### src/rtl/f2ha_pkg.sv
// Shared types and constants for the float-to-hundredths text formatter.
package f2ha_pkg;

  localparam int unsigned NumDigits    = 6;
  localparam int unsigned DivStages    = NumDigits - 1;
  localparam int unsigned FifoDepthDef = 4;

  localparam logic [7:0]  ExpLow     = 8'd119;
  localparam logic [7:0]  ExpTop     = 8'd150;
  localparam logic [19:0] HundMax    = 20'd999999;
  localparam logic [30:0] InfBits    = 31'h7F80_0000;
  // ceil(2^23 / 10); exact floor division by ten for every value below 2^22.
  localparam logic [19:0] RecipTen   = 20'd838861;

  localparam logic [7:0]  ChMinus    = 8'h2D;
  localparam logic [7:0]  ChDot      = 8'h2E;
  localparam logic [7:0]  ChZero     = 8'h30;

  // Character slots of the fixed eight-position layout "-DDDD.DD".
  localparam logic [2:0]  SlotSign   = 3'd0;
  localparam logic [2:0]  SlotThou   = 3'd1;
  localparam logic [2:0]  SlotHund   = 3'd2;
  localparam logic [2:0]  SlotTens   = 3'd3;
  localparam logic [2:0]  SlotOnes   = 3'd4;
  localparam logic [2:0]  SlotDot    = 3'd5;
  localparam logic [2:0]  SlotTenth  = 3'd6;
  localparam logic [2:0]  SlotLast   = 3'd7;

  typedef struct packed {
    logic                       neg;
    logic [NumDigits-1:0][3:0] digit;  // digit[0] is the hundredths digit
  } f2ha_rec_t;

endpackage

### src/rtl/f2ha_fifo.sv
// Small request queue between the digit pipeline and the character serializer.
module f2ha_fifo #(
  parameter int unsigned FifoDepth = f2ha_pkg::FifoDepthDef
) (
  input  logic                clk_i,
  input  logic                rst_ni,
  input  logic                push_valid_i,
  output logic                push_ready_o,
  input  f2ha_pkg::f2ha_rec_t push_data_i,
  output logic                pop_valid_o,
  input  logic                pop_ready_i,
  output f2ha_pkg::f2ha_rec_t pop_data_o
);
  import f2ha_pkg::*;

  localparam int unsigned PtrW = $clog2(FifoDepth);
  localparam int unsigned CntW = $clog2(FifoDepth + 1);

  f2ha_rec_t       mem_q [FifoDepth];
  logic [PtrW-1:0] wr_q, wr_d, rd_q, rd_d;
  logic [CntW-1:0] cnt_q, cnt_d;
  logic            push, pop;

  assign push_ready_o = (cnt_q != CntW'(FifoDepth));
  assign pop_valid_o  = (cnt_q != '0);
  assign push         = push_valid_i && push_ready_o;
  assign pop          = pop_ready_i && pop_valid_o;
  assign pop_data_o   = mem_q[rd_q];

  always_comb begin
    wr_d  = wr_q;
    rd_d  = rd_q;
    cnt_d = cnt_q;
    if (push) begin
      wr_d = (wr_q == PtrW'(FifoDepth - 1)) ? '0 : wr_q + PtrW'(1);
    end
    if (pop) begin
      rd_d = (rd_q == PtrW'(FifoDepth - 1)) ? '0 : rd_q + PtrW'(1);
    end
    if (push && !pop) begin
      cnt_d = cnt_q + CntW'(1);
    end else if (pop && !push) begin
      cnt_d = cnt_q - CntW'(1);
    end
  end

  always_ff @(posedge clk_i or negedge rst_ni) begin
    if (!rst_ni) begin
      wr_q  <= '0;
      rd_q  <= '0;
      cnt_q <= '0;
    end else begin
      wr_q  <= wr_d;
      rd_q  <= rd_d;
      cnt_q <= cnt_d;
    end
  end

  always_ff @(posedge clk_i) begin
    if (push) begin
      mem_q[wr_q] <= push_data_i;
    end
  end

endmodule

### config.mk
export PLATFORM = sky130hd
export DESIGN_NAME = f2ha_fifo
export DESIGN_NICKNAME = d
export VERILOG_FILES = /design/src/rtl/f2ha_pkg.sv /design/src/rtl/f2ha_fifo.sv
export SDC_FILE = /design/constraint.sdc
export NUM_CORES = 1
export LEC_CHECK = 0
export ABC_AREA = 0
export BUFFER_PORTS_ARGS = -buffer_cell sky130_fd_sc_hd__buf_4
export CORE_ASPECT_RATIO = 2
export CORE_MARGIN = 2
export CORE_UTILIZATION = 35
export CTS_CLUSTER_DIAMETER = 40
export DETAILED_ROUTE_END_ITERATION = 6
export GPL_TIMING_DRIVEN = 0
export HOLD_SLACK_MARGIN = 0.03
export REMOVE_ABC_BUFFERS = 1
export SKIP_CTS_REPAIR_TIMING = 1
export SYNTH_ARGS = -nofsm -noshare
export SYNTH_HDL_FRONTEND = slang
export SYNTH_SLANG_ARGS = --single-unit
### constraint.sdc
create_clock -name clk_i -period 5.25 [get_ports clk_i]
set_input_delay 0.7875 -clock clk_i [delete_from_list [all_inputs] [get_ports clk_i]]
set_output_delay 0.7875 -clock clk_i [all_outputs]
set_load 0.01 [all_outputs]
==> results of run 1 <==
-- per-layer routing --
metal | track usage [%] | share of wire [%]
met5 | 0 | 0
met4 | 5.57 | 1.9
met3 | 2.55 | 3.1
met2 | 19.8 | 55
met1 | 13.8 | 40
-- cell usage in the layout (no fill, tap or decap), drive strengths merged --
| cell | netlist | routed |
|---|---|---|
| clkbuf | 0 | 10 |
| or3 | 1 | 1 |
| nand2 | 1 | 1 |
| xor2 | 2 | 2 |
| fa | 1 | 1 |
| and2 | 1 | 1 |
| bufinv | 0 | 2 |
| inv | 3 | 3 |
| or3b | 1 | 1 |
| edfxtp | 100 | 100 |
| buf | 6 | 56 |
| xnor2 | 1 | 1 |
| ha | 6 | 6 |
| mux2 | 5 | 5 |
| clkinv | 0 | 4 |
| and3 | 4 | 4 |
| nor2 | 3 | 3 |
| dfrtp | 7 | 7 |
| mux4 | 25 | 25 |
-- path summary, 6_finish.rpt --
check | slack [ps] | startpoint | to
max in group asynchronous | 4870 | rst_ni | rd_q[0]
min | 250 | rst_ni | wr_q[1]
max reg2reg | 3050 | cnt_q[0] | cnt_q[2]
min reg2reg | 470 | cnt_q[2] | cnt_q[2]
max | 2320 | rd_q[1] | pop_data_o[23]
min in group clk_i | 470 | cnt_q[2] | cnt_q[2]
-- area by class of cell --
class	instances	area (µm²)
Clock inverter	6	80.1
Clock buffer	10	229
Timing Repair Buffer	56	440
Sequential cell	107	3180
Inverter	3	11.3
Tap cell	142	178
Fill cell	1011	6350
Multi-Input combinational cell	51	821
-- registers in the layout (all words and copies together), names as in the netlist --
register and flops:
wr_q 2, cnt_q 3, mem_q 100, rd_q 2
-- through the flow --
| stage | power, mW | std cells | utilization [%] | area, µm² |
|---|---|---|---|---|
| 6_report | 2.79 | 375 | 43.8 | 4940 |
| 5_1_grt | 2.93 | 375 | 43.8 | 4940 |
| 4_1_cts | 2.84 | 375 | 43.8 | 4940 |
| 3_5_place_dp | 2.15 | 359 | 41.0 | 4630 |
| 3_3_place_gp | 2.10 | 358 | 40.8 | 4600 |
| 2_1_floorplan | 1.74 | 161 | - | 4010 |
-- cells by family (layout without fill, tap and decap cells) --
kind of cell | count (synthesis) | after routing | synth area share, %
DFF | 107 | 107 | 78.6
muxes | 30 | 30 | 15.5
and+or+nand+nor | 11 | 11 | 1.79
buffers and inverters | 9 | 75 | 1.11
adders and majority gates | 7 | 7 | 2.35
xor gates and xnor gates | 3 | 3 | 0.650
-- report_power, final --
part,switching (mW),internal [mW],leakage (nW),total [mW]
clock network,0.277,0.415,0.156,0.692
registers,0.132,1.13,0.997,1.27
logic,0.353,0.475,0.579,0.828
total,0.763,2.02,1.73,2.79
==> qor.csv, run 1 <==
metric;value;unit
DRT iter0 DRCs;137;
layout cells sized above 1;46.8;%
Yosys warnings;0;
I/O pins;56;
Post-Place Setup Slack;2640;ps
die area;12500;µm²
antenna cells;0;
Yosys top cell area share;74.3;%
largest net degree at the start of global routing;28;
Synth area leader;edfxtp_1;
initial antenna violation count;0;
gr ovfl total;0;
Worst Path Buf+Inv;1;
CTS tree;built;
Worst Setup End Kind;output port;
critical path arrival;2140;ps
Sink Count;107;
fin crit period;2930;ps
flops & latches, synth;107;
Cell Area, Synth;4040;µm²
maximum vdd ir drop;274;µV
max-cap violation count;0;
die height;156;µm
Critical Path RT;4460;ps
first-pass GRT wire length;10400;µm
RePlAce Congestion;0.667;
Yosys cell types;19;
startpoint types;flop;
Die Wd;80.0;µm
WP depth;2;
status;finished, final reports clean;
via count of the first global-routing pass;1915;
Min Hold Slack;251;ps
slew margin rel.;15.9;%
number of flops mapped to enable cells by yosys;100;
via count;1776;
final worst slack;2320;ps
Starting Density;35.8;%
Worst Max-Slew Pin Slew;1260;ps
Fin. Hold Viols;0;
clk root buf;clkbuf_16;
global-route usage over all layers;11.7;%
RSZ-0062 raised after global routing;false;
R2R depth;8;
leading cell type by number of instances after synthesis;edfxtp_1;
Syn Inst Count;167;
top post-synthesis cells by count;edfxtp_1 (100), mux4_2 (25), dfrtp_1 (7), ha_1 (6), and3_2 (4);
HP Class;input port to asynchronous set/reset pin;
Final period util;55.8;%
final setup fails;0;
setup TNS;0;ps
H-tree Lvls;3;
number of buffers added on ports;55;
clock latency on the worst-skew pair;330;ps
Clock Skew;4.99;ps
Crit-path slowest cell;dfrtp_1;
antenna-violating nets left;0;
vias per std cell;4.74;
Synth Area per Inst;24.2;µm²
total CTS buffers;9;
Core Region;11300;µm²
clock-pin slew on the worst setup and hold paths;70;ps
routed wire length;6860;µm
CP top delay family;flip-flops;
Post-synth ARST share;6.54;%
max frequency;341;MHz
nets;264;
fraction of the yosys area taken by sequential cells;78.6;%
Top FF cell, synth;edfxtp_1;
WS Path Type;flop to output port;
Avg WL per Cell;18.3;µm
DP Wirelength;4260;µm
Bufs on Longest Clock Path;2;
Area contributors post-synth;edfxtp_1 (74%), mux4_2 (14%), dfrtp_1 (4.3%);
pwr dens;564;nW/µm²
Rows;55;
CP Cell Sequence;mux4_2 > buf_4;
Area Growth Syn to Fin;22.1;%
CP max stage delay;1180;ps
drt first pass iters;4;
Crit Path Max Fanout;27;
Final Max Tran Viols;0;
leakage;1.73;nW
DR DRC count;0;
No activity file was read; power rests on OpenSTA's default activity.
==> run 2: changes to the inputs <==
ABC_AREA = 1   (was 0)
clock period = 2.5 ns   (was 5.25 ns; I/O delays follow)
==> qor.csv, run 2 <==
metric;value;unit;change
leading cell type by number of instances after synthesis;edfxtp_1;;unchanged
startpoint types;flop;;unchanged
clock latency on the worst-skew pair;340;ps;was 330 ps
CP max stage delay;800;ps;was 1180 ps
Total Power;6.37;mW;was 2.79 mW
Critical Path RT;2120;ps;was 4460 ps
maximum vdd ir drop;802;µV;was 274 µV
via count;2640;;was 1776
Fin. Hold Viols;0;;unchanged
I/O pins;56;;unchanged
Post-DP Area;5020;µm²;was 4630 µm²
via count of the first global-routing pass;2633;;was 1915
nets;438;;was 264
Rows;58;;was 55
Post-synth ARST share;6.54;%;unchanged
final setup fails;0;;unchanged
initial antenna violation count;0;;unchanged
clk root buf;clkbuf_16;;unchanged
final worst slack;148;ps;was 2320 ps
max reg flops;100;;unchanged
CTS tree;built;;unchanged
DR DRC count;0;;unchanged
Clock Skew;5.64;ps;was 4.99 ps
CP Cell Sequence;inv_4 > o211ai_1 > nand2_1 > buf_4;;was mux4_2 > buf_4
Area Growth Syn to Fin;19.5;%;was 22.1%
Yosys top cell area share;66.8;%;was 74.3%
Yosys warnings;0;;unchanged
total CTS buffers;9;;unchanged
Min-Delay Path Depth;1;;
r2r setup slk;370;ps;was 3050 ps
H-tree Lvls;3;;unchanged
max frequency;425;MHz;
R2R depth;9;;was 8
pwr dens;1190;nW/µm²;was 564 nW/µm²
Top FF cell, synth;edfxtp_1;;unchanged
Post-Place Setup Slack;-18.3;ps;was 2640 ps
WS Path Type;flop to output port;;unchanged
Worst Max-Slew Pin Slew;876;ps;was 1260 ps
Core Region;12600;µm²;was 11300 µm²
post-route cell area;5370;µm²;was 4940 µm²
RSZ-0062 raised after global routing;false;;unchanged
Starting Density;35.8;%;about the same
fraction of the yosys area taken by sequential cells;70.7;%;was 78.6%
HP Class;input port to flop;;was input port to asynchronous set/reset pin
top post-synthesis cells by count;edfxtp_1 (100), nand2_1 (90), inv_1 (61), o211ai_1 (40), o211ai_2 (10);;was edfxtp_1 (100), mux4_2 (25), dfrtp_1 (7), ha_1 (6), and3_2 (4)
Die Wd;84.1;µm;was 80.0 µm
slew margin rel.;41.5;%;was 15.9%
antenna cells;0;;unchanged
final core occ;42.8;%;was 43.8%
Synth area leader;edfxtp_1;;unchanged
global-route usage over all layers;12.5;%;was 11.7%
first-pass GRT wire length;13100;µm;was 10400 µm
DP Wirelength;5230;µm;was 4260 µm
gr ovfl total;0;;unchanged
flops & latches, synth;107;;unchanged
antenna-violating nets left;0;;unchanged
status;finished, final reports clean;;unchanged
Worst Setup End Kind;output port;;unchanged
routed wire length;8290;µm;was 6860 µm
Area contributors post-synth;edfxtp_1 (67%), nand2_1 (7.5%), o211ai_1 (6.7%);;was edfxtp_1 (74%), mux4_2 (14%), dfrtp_1 (4.3%)
most common library cell in the layout ignoring fill and taps;edfxtp_1;;unchanged
Sink Count;107;;unchanged
Synth Area per Inst;12.8;µm²;was 24.2 µm²
max-cap violation count;0;;unchanged
vias per std cell;4.74;;about the same
Cell Area, Synth;4490;µm²;was 4040 µm²
Critical R2R Launch;cnt_q[0];;unchanged
r2r endpoint;cnt_q[1];;was cnt_q[2]
leakage;2.16;nW;was 1.73 nW
number of flops mapped to enable cells by yosys;100;;unchanged
critical path arrival;1980;ps;was 2140 ps
min-delay src;push_data_i[9];;
Top reg by flops;mem_q;;unchanged
clock-pin slew on the worst setup and hold paths;70;ps;about the same
commonest non-fill, non-tap cells in the layout;edfxtp_1 (100), nand2_1 (90), inv_1 (61), buf_4 (55), o211ai_1 (40);;was edfxtp_1 (100), buf_4 (55), mux4_2 (25), clkbuf_16 (9)
drt first pass iters;5;;was 4
Crit Path Max Fanout;28;;was 27
Yosys cell types;19;;unchanged
Crit-path slowest cell;dfrtp_2;;was dfrtp_1
RePlAce Congestion;0.668;;was 0.667
Syn Inst Count;350;;was 167
die area;13800;µm²;was 12500 µm²
number of buffers added on ports;55;;unchanged
DRT iter0 DRCs;116;;was 137
Bufs on Longest Clock Path;2;;unchanged
Final Max Tran Viols;0;;unchanged
hold endpoint;mem_q[3][9];;
fin crit period;2350;ps;
layout cells sized above 1;21.9;%;was 46.8%
Avg WL per Cell;14.9;µm;was 18.3 µm
biggest regs;mem_q x100, cnt_q x3;;unchanged
Final period util;94.1;%;
largest net degree at the start of global routing;101;;was 28
die height;164;µm;was 156 µm
[run 2: cell types whose count changed in the layout (fill, tap and decap cells not counted), sizes merged, moves of 2 or more]
cell,previous run,this run
mux4,25,0
xor2,2,0
and3,4,0
nor2,3,6
nand2,1,90
nand3,0,7
inv,3,64
mux2,5,0
o211ai,0,50
[run 2: cells by family (layout without fill, tap and decap cells)]
group	Yosys count	after routing	share of synthesized area [%]
compound gates	51	51	9.58
xor+xnor	1	1	0.195
simple gates	104	104	8.94
fa+ha+maj	7	7	2.12
buf+inv	80	137	8.44
flops	107	107	70.7
[run 2: worst max-delay path by stage]
stage,cells past startpoint,endpoint,start
3_5_place_dp,4,pop_data_o[14],rd_q[1]
4_1_cts,4,pop_data_o[14],rd_q[1]
2_1_floorplan,2,pop_data_o[0],rd_q[0]
5_1_grt,4,pop_data_o[19],rd_q[1]
3_3_place_gp,3,pop_data_o[19],rd_q[0]
6_report,4,pop_data_o[14],rd_q[1]
[run 2: layout make-up]
type	instances	area (µm²)
inverters	64	243
clock buffers	10	229
repair buffers	57	450
well taps	150	188
flip-flops and latches	107	3180
clock inverters	6	113
fillers	1151	7180
multi-input cells	163	966
[run 2: metal layers]
metal | up-vias | track usage, % | share of wire (%)
met5 | - | 0 | 0
li1 | 1296 | - | -
met4 | 0 | 5.50 | 1.4
met1 | 1291 | 12.9 | 38
met2 | 46 | 23.8 | 57
met3 | 7 | 2.76 | 3.5
[run 2: stage by stage]
| stage | std cells | hold WS (ps) | TNS, ps |
|---|---|---|---|
| floorplan | 334 | 79.4 | -6150 |
| global placement | 539 | 193 | -95890 |
| detailed placement | 540 | 195 | -22.6 |
| CTS | 556 | -168 | -7640 |
| global route | 557 | 217 | 0 |
| finish | 557 | 233 | 0 |
[run 2: power by group]
part / switching (mW) / internal (mW)
registers: 0.215 / 2.37
logic: 1.31 / 0.896
clock network: 0.596 / 0.982
total: 2.12 / 4.25
[run 2: worst max-delay path: cells and delay by family (launching register included)]
family / cells / cell delay, ps
AO/OA/AOI/OAI: 1 / 210
buffers and inverters: 2 / 480
flip-flops: 1 / 800
AND/OR/NAND/NOR: 1 / 110
